## config.mk

```make
export PLATFORM = sky130hd
export DESIGN_NAME = xoshiro256ss_generator_unit
export DESIGN_NICKNAME = d
export VERILOG_FILES = /design/src/hdl/xs_pkg.sv /design/src/hdl/xs_front.sv /design/src/hdl/xs_back.sv /design/src/hdl/xoshiro256ss_generator_unit.sv
export SDC_FILE = /design/constraint.sdc
export NUM_CORES = 2
export LEC_CHECK = 0
export BUFFER_PORTS_ARGS = -buffer_cell sky130_fd_sc_hd__buf_2
export CAP_MARGIN = 25
export CORE_AREA = 8 8 414 416
export DETAILED_ROUTE_END_ITERATION = 10
export DIE_AREA = 0 0 422 424
export PLACE_DENSITY_LB_ADDON = 0.15
export SYNTH_ARGS = -nofsm -noshare
export SYNTH_HDL_FRONTEND = slang
export SYNTH_SLANG_ARGS = --single-unit
```

## constraint.sdc

```tcl
create_clock -name clk -period 21.7 [get_ports clk]
set_input_delay 1.085 -clock clk [delete_from_list [all_inputs] [get_ports clk]]
set_output_delay 1.085 -clock clk [all_outputs]
set_load 0.01 [all_outputs]
```

## src/hdl/xs_pkg.sv

```systemverilog
package xs_pkg;

  localparam logic [63:0] SM_GAMMA   = 64'h9E3779B97F4A7C15;
  localparam logic [63:0] SM_MUL1    = 64'hBF58476D1CE4E5B9;
  localparam logic [63:0] SM_MUL2    = 64'h94D049BB133111EB;
  localparam logic [63:0] RESET_SEED = 64'd42;

  // command queue between front and back, power-of-two depth
  localparam int QDEPTH = 2;
  localparam int QAW    = $clog2(QDEPTH);
  localparam int QCW    = $clog2(QDEPTH + 1);

  localparam int NWORDS = 4;
  localparam int WIW    = $clog2(NWORDS);
  localparam int BITS   = 64;
  localparam int BCW    = $clog2(BITS);

  typedef enum logic [1:0] {
    ACT_SEED  = 2'd0,
    ACT_RAW   = 2'd1,
    ACT_RANGE = 2'd2,
    ACT_NONE  = 2'd3
  } xs_action_t;

  typedef enum logic [2:0] {
    ST_IDLE,
    ST_SM_ADD,
    ST_MUL,
    ST_STEP,
    ST_SCRAMBLE,
    ST_DIV,
    ST_DONE
  } xs_state_t;

  typedef struct packed {
    xs_action_t  action;
    logic [63:0] seed;
    logic [31:0] lo;
    logic [63:0] span;
    logic        span_zero;
  } xs_cmd_t;

endpackage

```

## src/hdl/xs_front.sv

```systemverilog
module xs_front (
  input  logic              clk,
  input  logic              rst_n,
  input  logic              push,
  output logic              full,
  input  logic [1:0]        action,
  input  logic [63:0]       seed_value,
  input  logic signed [31:0] range_low,
  input  logic signed [31:0] range_high,
  output xs_pkg::xs_cmd_t   cmd,
  output logic              cmd_valid,
  input  logic              cmd_take
);

  xs_pkg::xs_cmd_t              q_r [xs_pkg::QDEPTH];
  logic [xs_pkg::QAW-1:0]       wr_ptr_r;
  logic [xs_pkg::QAW-1:0]       rd_ptr_r;
  logic [xs_pkg::QCW-1:0]       count_r;
  logic [63:0]                  lo64;
  logic [63:0]                  hi64;
  logic [63:0]                  span;
  xs_pkg::xs_cmd_t              new_cmd;
  logic                         enq;

  assign full      = (count_r == xs_pkg::QCW'(xs_pkg::QDEPTH));
  assign cmd_valid = (count_r != '0);
  assign cmd       = q_r[rd_ptr_r];

  // span is formed on the sign-extended bounds, 64-bit wrap
  assign lo64 = {{32{range_low[31]}}, range_low};
  assign hi64 = {{32{range_high[31]}}, range_high};
  assign span = hi64 - lo64 + 64'd1;

  always_comb begin
    new_cmd.action    = xs_pkg::xs_action_t'(action);
    new_cmd.seed      = seed_value;
    new_cmd.lo        = range_low;
    new_cmd.span      = span;
    new_cmd.span_zero = (span == 64'd0);
  end

  // unused action code is dropped here
  assign enq = push && !full && (new_cmd.action != xs_pkg::ACT_NONE);

  always_ff @(posedge clk) begin
    if (enq) begin
      q_r[wr_ptr_r] <= new_cmd;
    end
  end

  always_ff @(posedge clk) begin
    if (!rst_n) begin
      wr_ptr_r <= '0;
      rd_ptr_r <= '0;
      count_r  <= '0;
    end else begin
      if (enq) begin
        wr_ptr_r <= wr_ptr_r + 1'b1;
      end
      if (cmd_take) begin
        rd_ptr_r <= rd_ptr_r + 1'b1;
      end
      case ({enq, cmd_take})
        2'b10:   count_r <= count_r + 1'b1;
        2'b01:   count_r <= count_r - 1'b1;
        default: count_r <= count_r;
      endcase
    end
  end

`ifndef NO_ASSERTIONS
  a_count_bound: assert property (@(posedge clk) disable iff (!rst_n)
    count_r <= xs_pkg::QCW'(xs_pkg::QDEPTH))
    else $error("command queue over depth");

  a_take_nonempty: assert property (@(posedge clk) disable iff (!rst_n)
    cmd_take |-> count_r != '0)
    else $error("command taken from empty queue");

  a_enq_grows: assert property (@(posedge clk) disable iff (!rst_n)
    (enq && !cmd_take) |=> count_r == $past(count_r) + 1'b1)
    else $error("queued word lost");
`endif

endmodule

```

## src/hdl/xs_back.sv

```systemverilog
module xs_back (
  input  logic               clk,
  input  logic               rst_n,
  input  xs_pkg::xs_cmd_t    cmd,
  input  logic               cmd_valid,
  output logic               cmd_take,
  output logic               empty,
  input  logic               pop,
  output logic [63:0]        raw_value,
  output logic signed [31:0] range_value,
  output logic               range_error
);

  xs_pkg::xs_state_t      state_r;
  xs_pkg::xs_state_t      state_nxt;
  xs_pkg::xs_cmd_t        cmd_r;
  logic [63:0]            w_r [xs_pkg::NWORDS];
  logic [63:0]            seed_r;
  logic [63:0]            z_r;
  logic [63:0]            acc_r;
  logic [63:0]            prod_r;
  logic                   mulsel_r;
  logic [1:0]             mcnt_r;
  logic [xs_pkg::WIW-1:0] widx_r;
  logic [63:0]            t5_r;
  logic [63:0]            raw_r;
  logic [63:0]            div_r;
  logic [63:0]            rem_r;
  logic [xs_pkg::BCW-1:0] bcnt_r;
  logic                   out_valid_r;
  logic [63:0]            out_raw_r;
  logic [31:0]            out_rv_r;
  logic                   out_err_r;

  logic [63:0] seed_sum;
  logic [63:0] mconst;
  logic [31:0] mul_a;
  logic [31:0] mul_b;
  logic [63:0] mul_p;
  logic [63:0] mac;
  logic [63:0] w1x5;
  logic [63:0] rot7;
  logic [63:0] scr;
  logic [63:0] n0;
  logic [63:0] n1;
  logic [63:0] n2;
  logic [63:0] n3;
  logic [64:0] div_sh;
  logic [65:0] div_diff;
  logic        out_free;
  logic        out_load;
  logic        is_range;
  logic [31:0] rv_nxt;

  assign seed_sum = seed_r + xs_pkg::SM_GAMMA;
  assign mconst   = mulsel_r ? xs_pkg::SM_MUL2 : xs_pkg::SM_MUL1;
  assign mul_a    = (mcnt_r == 2'd1) ? z_r[63:32] : z_r[31:0];
  assign mul_b    = (mcnt_r == 2'd2) ? mconst[63:32] : mconst[31:0];
  assign mul_p    = 64'(mul_a) * 64'(mul_b);
  assign mac      = acc_r + {prod_r[31:0], 32'b0};

  assign w1x5 = w_r[1] + {w_r[1][61:0], 2'b0};
  assign rot7 = {w1x5[56:0], w1x5[63:57]};
  assign scr  = t5_r + {t5_r[60:0], 3'b0};

  assign n2 = w_r[2] ^ w_r[0];
  assign n3 = w_r[3] ^ w_r[1];
  assign n1 = w_r[1] ^ n2;
  assign n0 = w_r[0] ^ n3;

  assign div_sh   = {rem_r, div_r[63]};
  assign div_diff = {1'b0, div_sh} - {2'b0, cmd_r.span};

  assign out_free = !out_valid_r || pop;
  assign is_range = (cmd_r.action == xs_pkg::ACT_RANGE);
  assign rv_nxt   = !is_range ? 32'd0 :
                    cmd_r.span_zero ? cmd_r.lo : cmd_r.lo + rem_r[31:0];

  always_comb begin
    state_nxt = state_r;
    case (state_r)
      xs_pkg::ST_IDLE: begin
        if (cmd_valid) begin
          case (cmd.action)
            xs_pkg::ACT_SEED:                   state_nxt = xs_pkg::ST_SM_ADD;
            xs_pkg::ACT_RAW, xs_pkg::ACT_RANGE: state_nxt = xs_pkg::ST_STEP;
            default:                            state_nxt = xs_pkg::ST_IDLE;
          endcase
        end
      end
      xs_pkg::ST_SM_ADD: state_nxt = xs_pkg::ST_MUL;
      xs_pkg::ST_MUL: begin
        if (mcnt_r == 2'd3 && mulsel_r) begin
          state_nxt = (widx_r == xs_pkg::WIW'(xs_pkg::NWORDS - 1)) ? xs_pkg::ST_IDLE
                                                                    : xs_pkg::ST_SM_ADD;
        end
      end
      xs_pkg::ST_STEP: state_nxt = xs_pkg::ST_SCRAMBLE;
      xs_pkg::ST_SCRAMBLE: begin
        state_nxt = (is_range && !cmd_r.span_zero) ? xs_pkg::ST_DIV : xs_pkg::ST_DONE;
      end
      xs_pkg::ST_DIV: begin
        if (bcnt_r == '0) begin
          state_nxt = xs_pkg::ST_DONE;
        end
      end
      xs_pkg::ST_DONE: begin
        if (out_free) begin
          state_nxt = xs_pkg::ST_IDLE;
        end
      end
      default: state_nxt = xs_pkg::ST_IDLE;
    endcase
  end

  always_comb begin
    cmd_take = (state_r == xs_pkg::ST_IDLE) && cmd_valid;
    out_load = (state_r == xs_pkg::ST_DONE) && out_free;
  end

  // reset runs the seeding sequence for the default seed
  always_ff @(posedge clk) begin
    if (!rst_n) begin
      state_r <= xs_pkg::ST_SM_ADD;
    end else begin
      state_r <= state_nxt;
    end
  end

  always_ff @(posedge clk) begin
    if (!rst_n) begin
      out_valid_r <= 1'b0;
      seed_r      <= xs_pkg::RESET_SEED;
      widx_r      <= '0;
    end else begin
      if (out_load) begin
        out_valid_r <= 1'b1;
        out_raw_r   <= raw_r;
        out_rv_r    <= rv_nxt;
        out_err_r   <= is_range && cmd_r.span_zero;
      end else if (pop) begin
        out_valid_r <= 1'b0;
      end

      case (state_r)
        xs_pkg::ST_IDLE: begin
          if (cmd_take) begin
            cmd_r  <= cmd;
            seed_r <= cmd.seed;
            widx_r <= '0;
          end
        end
        xs_pkg::ST_SM_ADD: begin
          seed_r   <= seed_sum;
          z_r      <= seed_sum ^ (seed_sum >> 30);
          mcnt_r   <= 2'd0;
          mulsel_r <= 1'b0;
        end
        xs_pkg::ST_MUL: begin
          // low 64 bits of z * const from three 32x32 partial products
          prod_r <= mul_p;
          mcnt_r <= mcnt_r + 2'd1;
          case (mcnt_r)
            2'd1: acc_r <= prod_r;
            2'd2: acc_r <= mac;
            2'd3: begin
              if (!mulsel_r) begin
                z_r      <= mac ^ (mac >> 27);
                mulsel_r <= 1'b1;
              end else begin
                w_r[widx_r] <= mac ^ (mac >> 31);
                widx_r      <= widx_r + 1'b1;
              end
            end
            default: acc_r <= acc_r;
          endcase
        end
        xs_pkg::ST_STEP: begin
          t5_r   <= rot7;
          w_r[0] <= n0;
          w_r[1] <= n1;
          w_r[2] <= n2 ^ {w_r[1][46:0], 17'b0};
          w_r[3] <= {n3[18:0], n3[63:19]};
        end
        xs_pkg::ST_SCRAMBLE: begin
          raw_r  <= scr;
          div_r  <= scr;
          rem_r  <= '0;
          bcnt_r <= xs_pkg::BCW'(xs_pkg::BITS - 1);
        end
        xs_pkg::ST_DIV: begin
          // restoring remainder, one dividend bit per cycle
          rem_r  <= div_diff[65] ? div_sh[63:0] : div_diff[63:0];
          div_r  <= {div_r[62:0], 1'b0};
          bcnt_r <= bcnt_r - 1'b1;
        end
        default: begin
        end
      endcase
    end
  end

  assign empty       = !out_valid_r;
  assign raw_value   = out_raw_r;
  assign range_value = out_rv_r;
  assign range_error = out_err_r;

`ifndef NO_ASSERTIONS
  a_div_ranged: assert property (@(posedge clk) disable iff (!rst_n)
    state_r == xs_pkg::ST_DIV |-> is_range && !cmd_r.span_zero && rem_r < cmd_r.span)
    else $error("remainder out of range during divide");

  a_div_ends: assert property (@(posedge clk) disable iff (!rst_n)
    (state_r == xs_pkg::ST_DIV && bcnt_r == '0) |=>
      state_r == xs_pkg::ST_DONE && rem_r < cmd_r.span)
    else $error("divide did not finish cleanly");
`endif

endmodule

```

## src/hdl/xoshiro256ss_generator_unit.sv

```systemverilog
// xoshiro256** generator with splitmix64 seeding, queue-style ports on both
// sides. A reseed word runs four splitmix64 steps in the back end (each one
// add plus two 64-bit multiplies built from three 32x32 partial products on
// one shared multiplier) and gives no result. A raw word steps the state and
// scrambles it; a ranged word also runs the bit-serial 64-bit remainder (one
// dividend bit per cycle). A zero span skips the divide. After reset the back
// end first seeds with 42; words pushed meanwhile wait in the two-entry
// command queue. Action 3 is accepted and dropped. The result register lets
// the next word proceed while a result waits to be popped.
module xoshiro256ss_generator_unit (
  input  logic               clk,
  input  logic               rst_n,
  input  logic               push,
  output logic               full,
  input  logic [1:0]         in_action,
  input  logic [63:0]        in_seed_value,
  input  logic signed [31:0] in_range_low,
  input  logic signed [31:0] in_range_high,
  output logic               empty,
  input  logic               pop,
  output logic [63:0]        out_raw_value,
  output logic signed [31:0] out_range_value,
  output logic               out_range_error
);

  xs_pkg::xs_cmd_t cmd;
  logic            cmd_valid;
  logic            cmd_take;

  xs_front u_front (
    .clk        (clk),
    .rst_n      (rst_n),
    .push       (push),
    .full       (full),
    .action     (in_action),
    .seed_value (in_seed_value),
    .range_low  (in_range_low),
    .range_high (in_range_high),
    .cmd        (cmd),
    .cmd_valid  (cmd_valid),
    .cmd_take   (cmd_take)
  );

  xs_back u_back (
    .clk         (clk),
    .rst_n       (rst_n),
    .cmd         (cmd),
    .cmd_valid   (cmd_valid),
    .cmd_take    (cmd_take),
    .empty       (empty),
    .pop         (pop),
    .raw_value   (out_raw_value),
    .range_value (out_range_value),
    .range_error (out_range_error)
  );

endmodule
```

==> metrics <==
Crit Path Category flip-flop to flip-flop; Antenna Nets Post-Route 0; CTS tree built; via count 69600; WP data required 22.22 ns; postcts setup bufs 0; DRT Pass-1 Iters 8; depth of the worst hold-timing path 0; CP startpoint kind flip-flop; Commonest cells post-synth 1235 x edfxtp_1, 1205 x inv_1, 811 x fa_1; Yosys top cell by area edfxtp_1; vias in the first global route 70300; DRC Markers 0; YS warnings 0; period utilization a little over half; HPWL after DPL 241000 um; IO Pins 233; gpl congestion 1.01; minimum clock period 11.73 ns; average wire per standard cell between 20 and 30 um; Area growth, synth to finish 8.60%; grt ovf 0; clock sinks 1310; Final Max Tran Viols 0; Main synth FF type edfxtp_1; multi-input logic area about 54000 um2; crit path capture type flip-flop; Syn Nets ~11000; r2r worst-path depth 32; largest net degree at the start of global routing around 130; Register Area 38600 um2; DIE AREA 179000 um2; CP arrival 12.24 ns; number of flops mapped to enable cells by yosys 1235; share of cells above drive strength 1 8.56%; status completed; syn_area_per_cell 10.8 um2; initial antenna violation count 9; Reg clk slew, reported paths 0.06 ns; fmax 0.0853 GHz; Synth top area share 37.7%; distinct cell type count after synthesis 110; synth top area cells edfxtp_1 38%, fa_1 17%, ha_1 8.1%; Horiz. Die Dim 422 um; HP Class flip-flop to flip-flop; fillcell total ~13000; most frequent cell after synthesis edfxtp_1; Vert. Die Dim 424 um; ys async rst share 0%; register area share after synthesis 39.3%; clk_lat worst skew about 0.79 ns; TNS Setup 0 ns; post-synthesis register bit count 1310; Core Region roughly 160000 um2; setup repair after global routing missed its margin no; CTS root buffer clkbuf_16; FP Rows 149; vias per cell approximately 6; slew margin rel. between 20% and 30%; CTS buffer count 138; CP Max Fanout 32; most frequent CP cell fa_1; Port Buf Inserts 232; first-pass GRT wire length around 450000 um; Slowest-stage cell, CP mux2i_1; slowest cell delay on critical path 0.89 ns; Detailed Route Iter0 Violations roughly 7000; Mapped Area 98200 um2; H-Tree Depth 4; Synth Instances 9087; hold-fix buffers at CTS 0; GR Util All Layers ~33%; cts repair resizes 0; final hold vios 0; max_cap viols 0; final net count 10800; Starting Density 59.8%; Post-Route Skew 0.0436 ns; final wirelength 302000 um; clock buffer depth 3; Finish-stage setup viols 0; Worst-Margin Slew roughly 1.2 ns
## cells by family (layout without fill, tap and decap cells)
family / Yosys count / after routing / share of synthesized area, %
and+or+nand+nor: 2088 / 2088 / 9.73
xor gates and xnor gates: 803 / 803 / 7.17
other: 0 / 10 / 0
DFF: 1310 / 1310 / 39.3
muxes: 258 / 258 / 2.85
adders and majority gates: 1448 / 1448 / 24.6
buffers and inverters: 1499 / 1790 / 5.75
AOI/OAI and AO/OA: 1681 / 1681 / 10.6
## worst max-delay path, delay by kind of cell (launching register included)
family	cells	cell delay (ns)
mux	1	0.89
flops	1	0.45
simple gates	5	1.18
buf+inv	6	1.78
fa+ha+maj	10	4.41
xor+xnor	1	0.07
compound gates	9	2.64
## final timing paths
check / from / endpoint / slack, ns
worst max register to register: u_back.mcnt_r[1]$_SDFFCE_PN0P_ / u_back.prod_r[63]$_DFFE_PP_ / 9.97
worst max-delay path: u_back.mcnt_r[1]$_SDFFCE_PN0P_ / u_back.prod_r[63]$_DFFE_PP_ / 9.97
worst min register to register: u_back.raw_r[29]$_DFFE_PP_ / u_back.raw_value[29]$_DFFE_PP_ / 0.42
worst min-delay path: u_back.raw_r[29]$_DFFE_PP_ / u_back.raw_value[29]$_DFFE_PP_ / 0.42
## metal layers
layer	share of wire [%]	vias to the layer above	GRT usage, %
met1	40	34600	43.6
met5	0	-	0
li1	-	31300	-
met2	46	3106	53.4
met3	8.5	560	7.23
met4	5.2	0	14.0
## final cells by class
cell class                 count  share of cell area (%)
timing repair buffer         325                    1.86
sequential                  1310                    36.2
clock buffer                 174                    3.45
antenna                       10                  0.0235
tap                         2189                    2.57
inverter                    1213                    4.27
clock inverter                78                   0.869
multi-input combinational   6278                    50.8
## cells in the final DEF, fill, tap and decap left out, types with 32 or more instances in the layout
master	count
o21bai_1	60
and3_1	57
buf_2	232
nand2b_1	81
nand3_1	86
mux2i_1	84
o21a_1	63
dfxtp_1	74
a21oi_1	531
ha_1	635
nor3_1	75
clkbuf_16	140
a21o_1	187
buf_4	84
edfxtp_1	1235
o211ai_1	32
nor2b_1	116
nor2_1	650
inv_1	1203
mux2_2	171
o21ai_0	465
a31oi_1	33
nand4_1	48
fa_1	811
nand2_1	744
xor2_1	318
and2_1	69
xnor2_1	482
a211oi_1	47
## state kept, by name, summed over array words and instances, names as in the netlist, 3 cells and up, named ones only
| register | cells |
|---|---|
| u_front.q_r | 326 |
| u_back.w_r | 256 |
| u_back.cmd_r | 99 |
| u_back.acc_r | 64 |
| u_back.div_r | 64 |
| u_back.prod_r | 64 |
| u_back.raw_r | 64 |
| u_back.raw_value | 64 |
| u_back.rem_r | 64 |
| u_back.seed_r | 64 |
| u_back.t5_r | 64 |
| u_back.z_r | 64 |
| u_back.range_value | 32 |
| u_back.bcnt_r | 6 |
| u_back.state_r | 3 |
## per-stage QoR
step | utilization (%) | setup WS [ns] | std cells | cell area, um2 | hold slack (ns)
floorplan | - | 12.23 | 9087 | 98200 | 0.400
CTS | 64.8 | 10.15 | 11600 | 107000 | 0.415
finish | 64.9 | 9.97 | 11600 | 107000 | 0.417
global route | 64.9 | 9.54 | 11600 | 107000 | 0.421
global placement | 61.9 | 9.77 | 11300 | 102000 | 0.401
detailed placement | 62.0 | 10.18 | 11300 | 102000 | 0.405
Power is not shown: default switching activity piles up to over one toggle a cycle in this logic, so the estimate is an artifact.
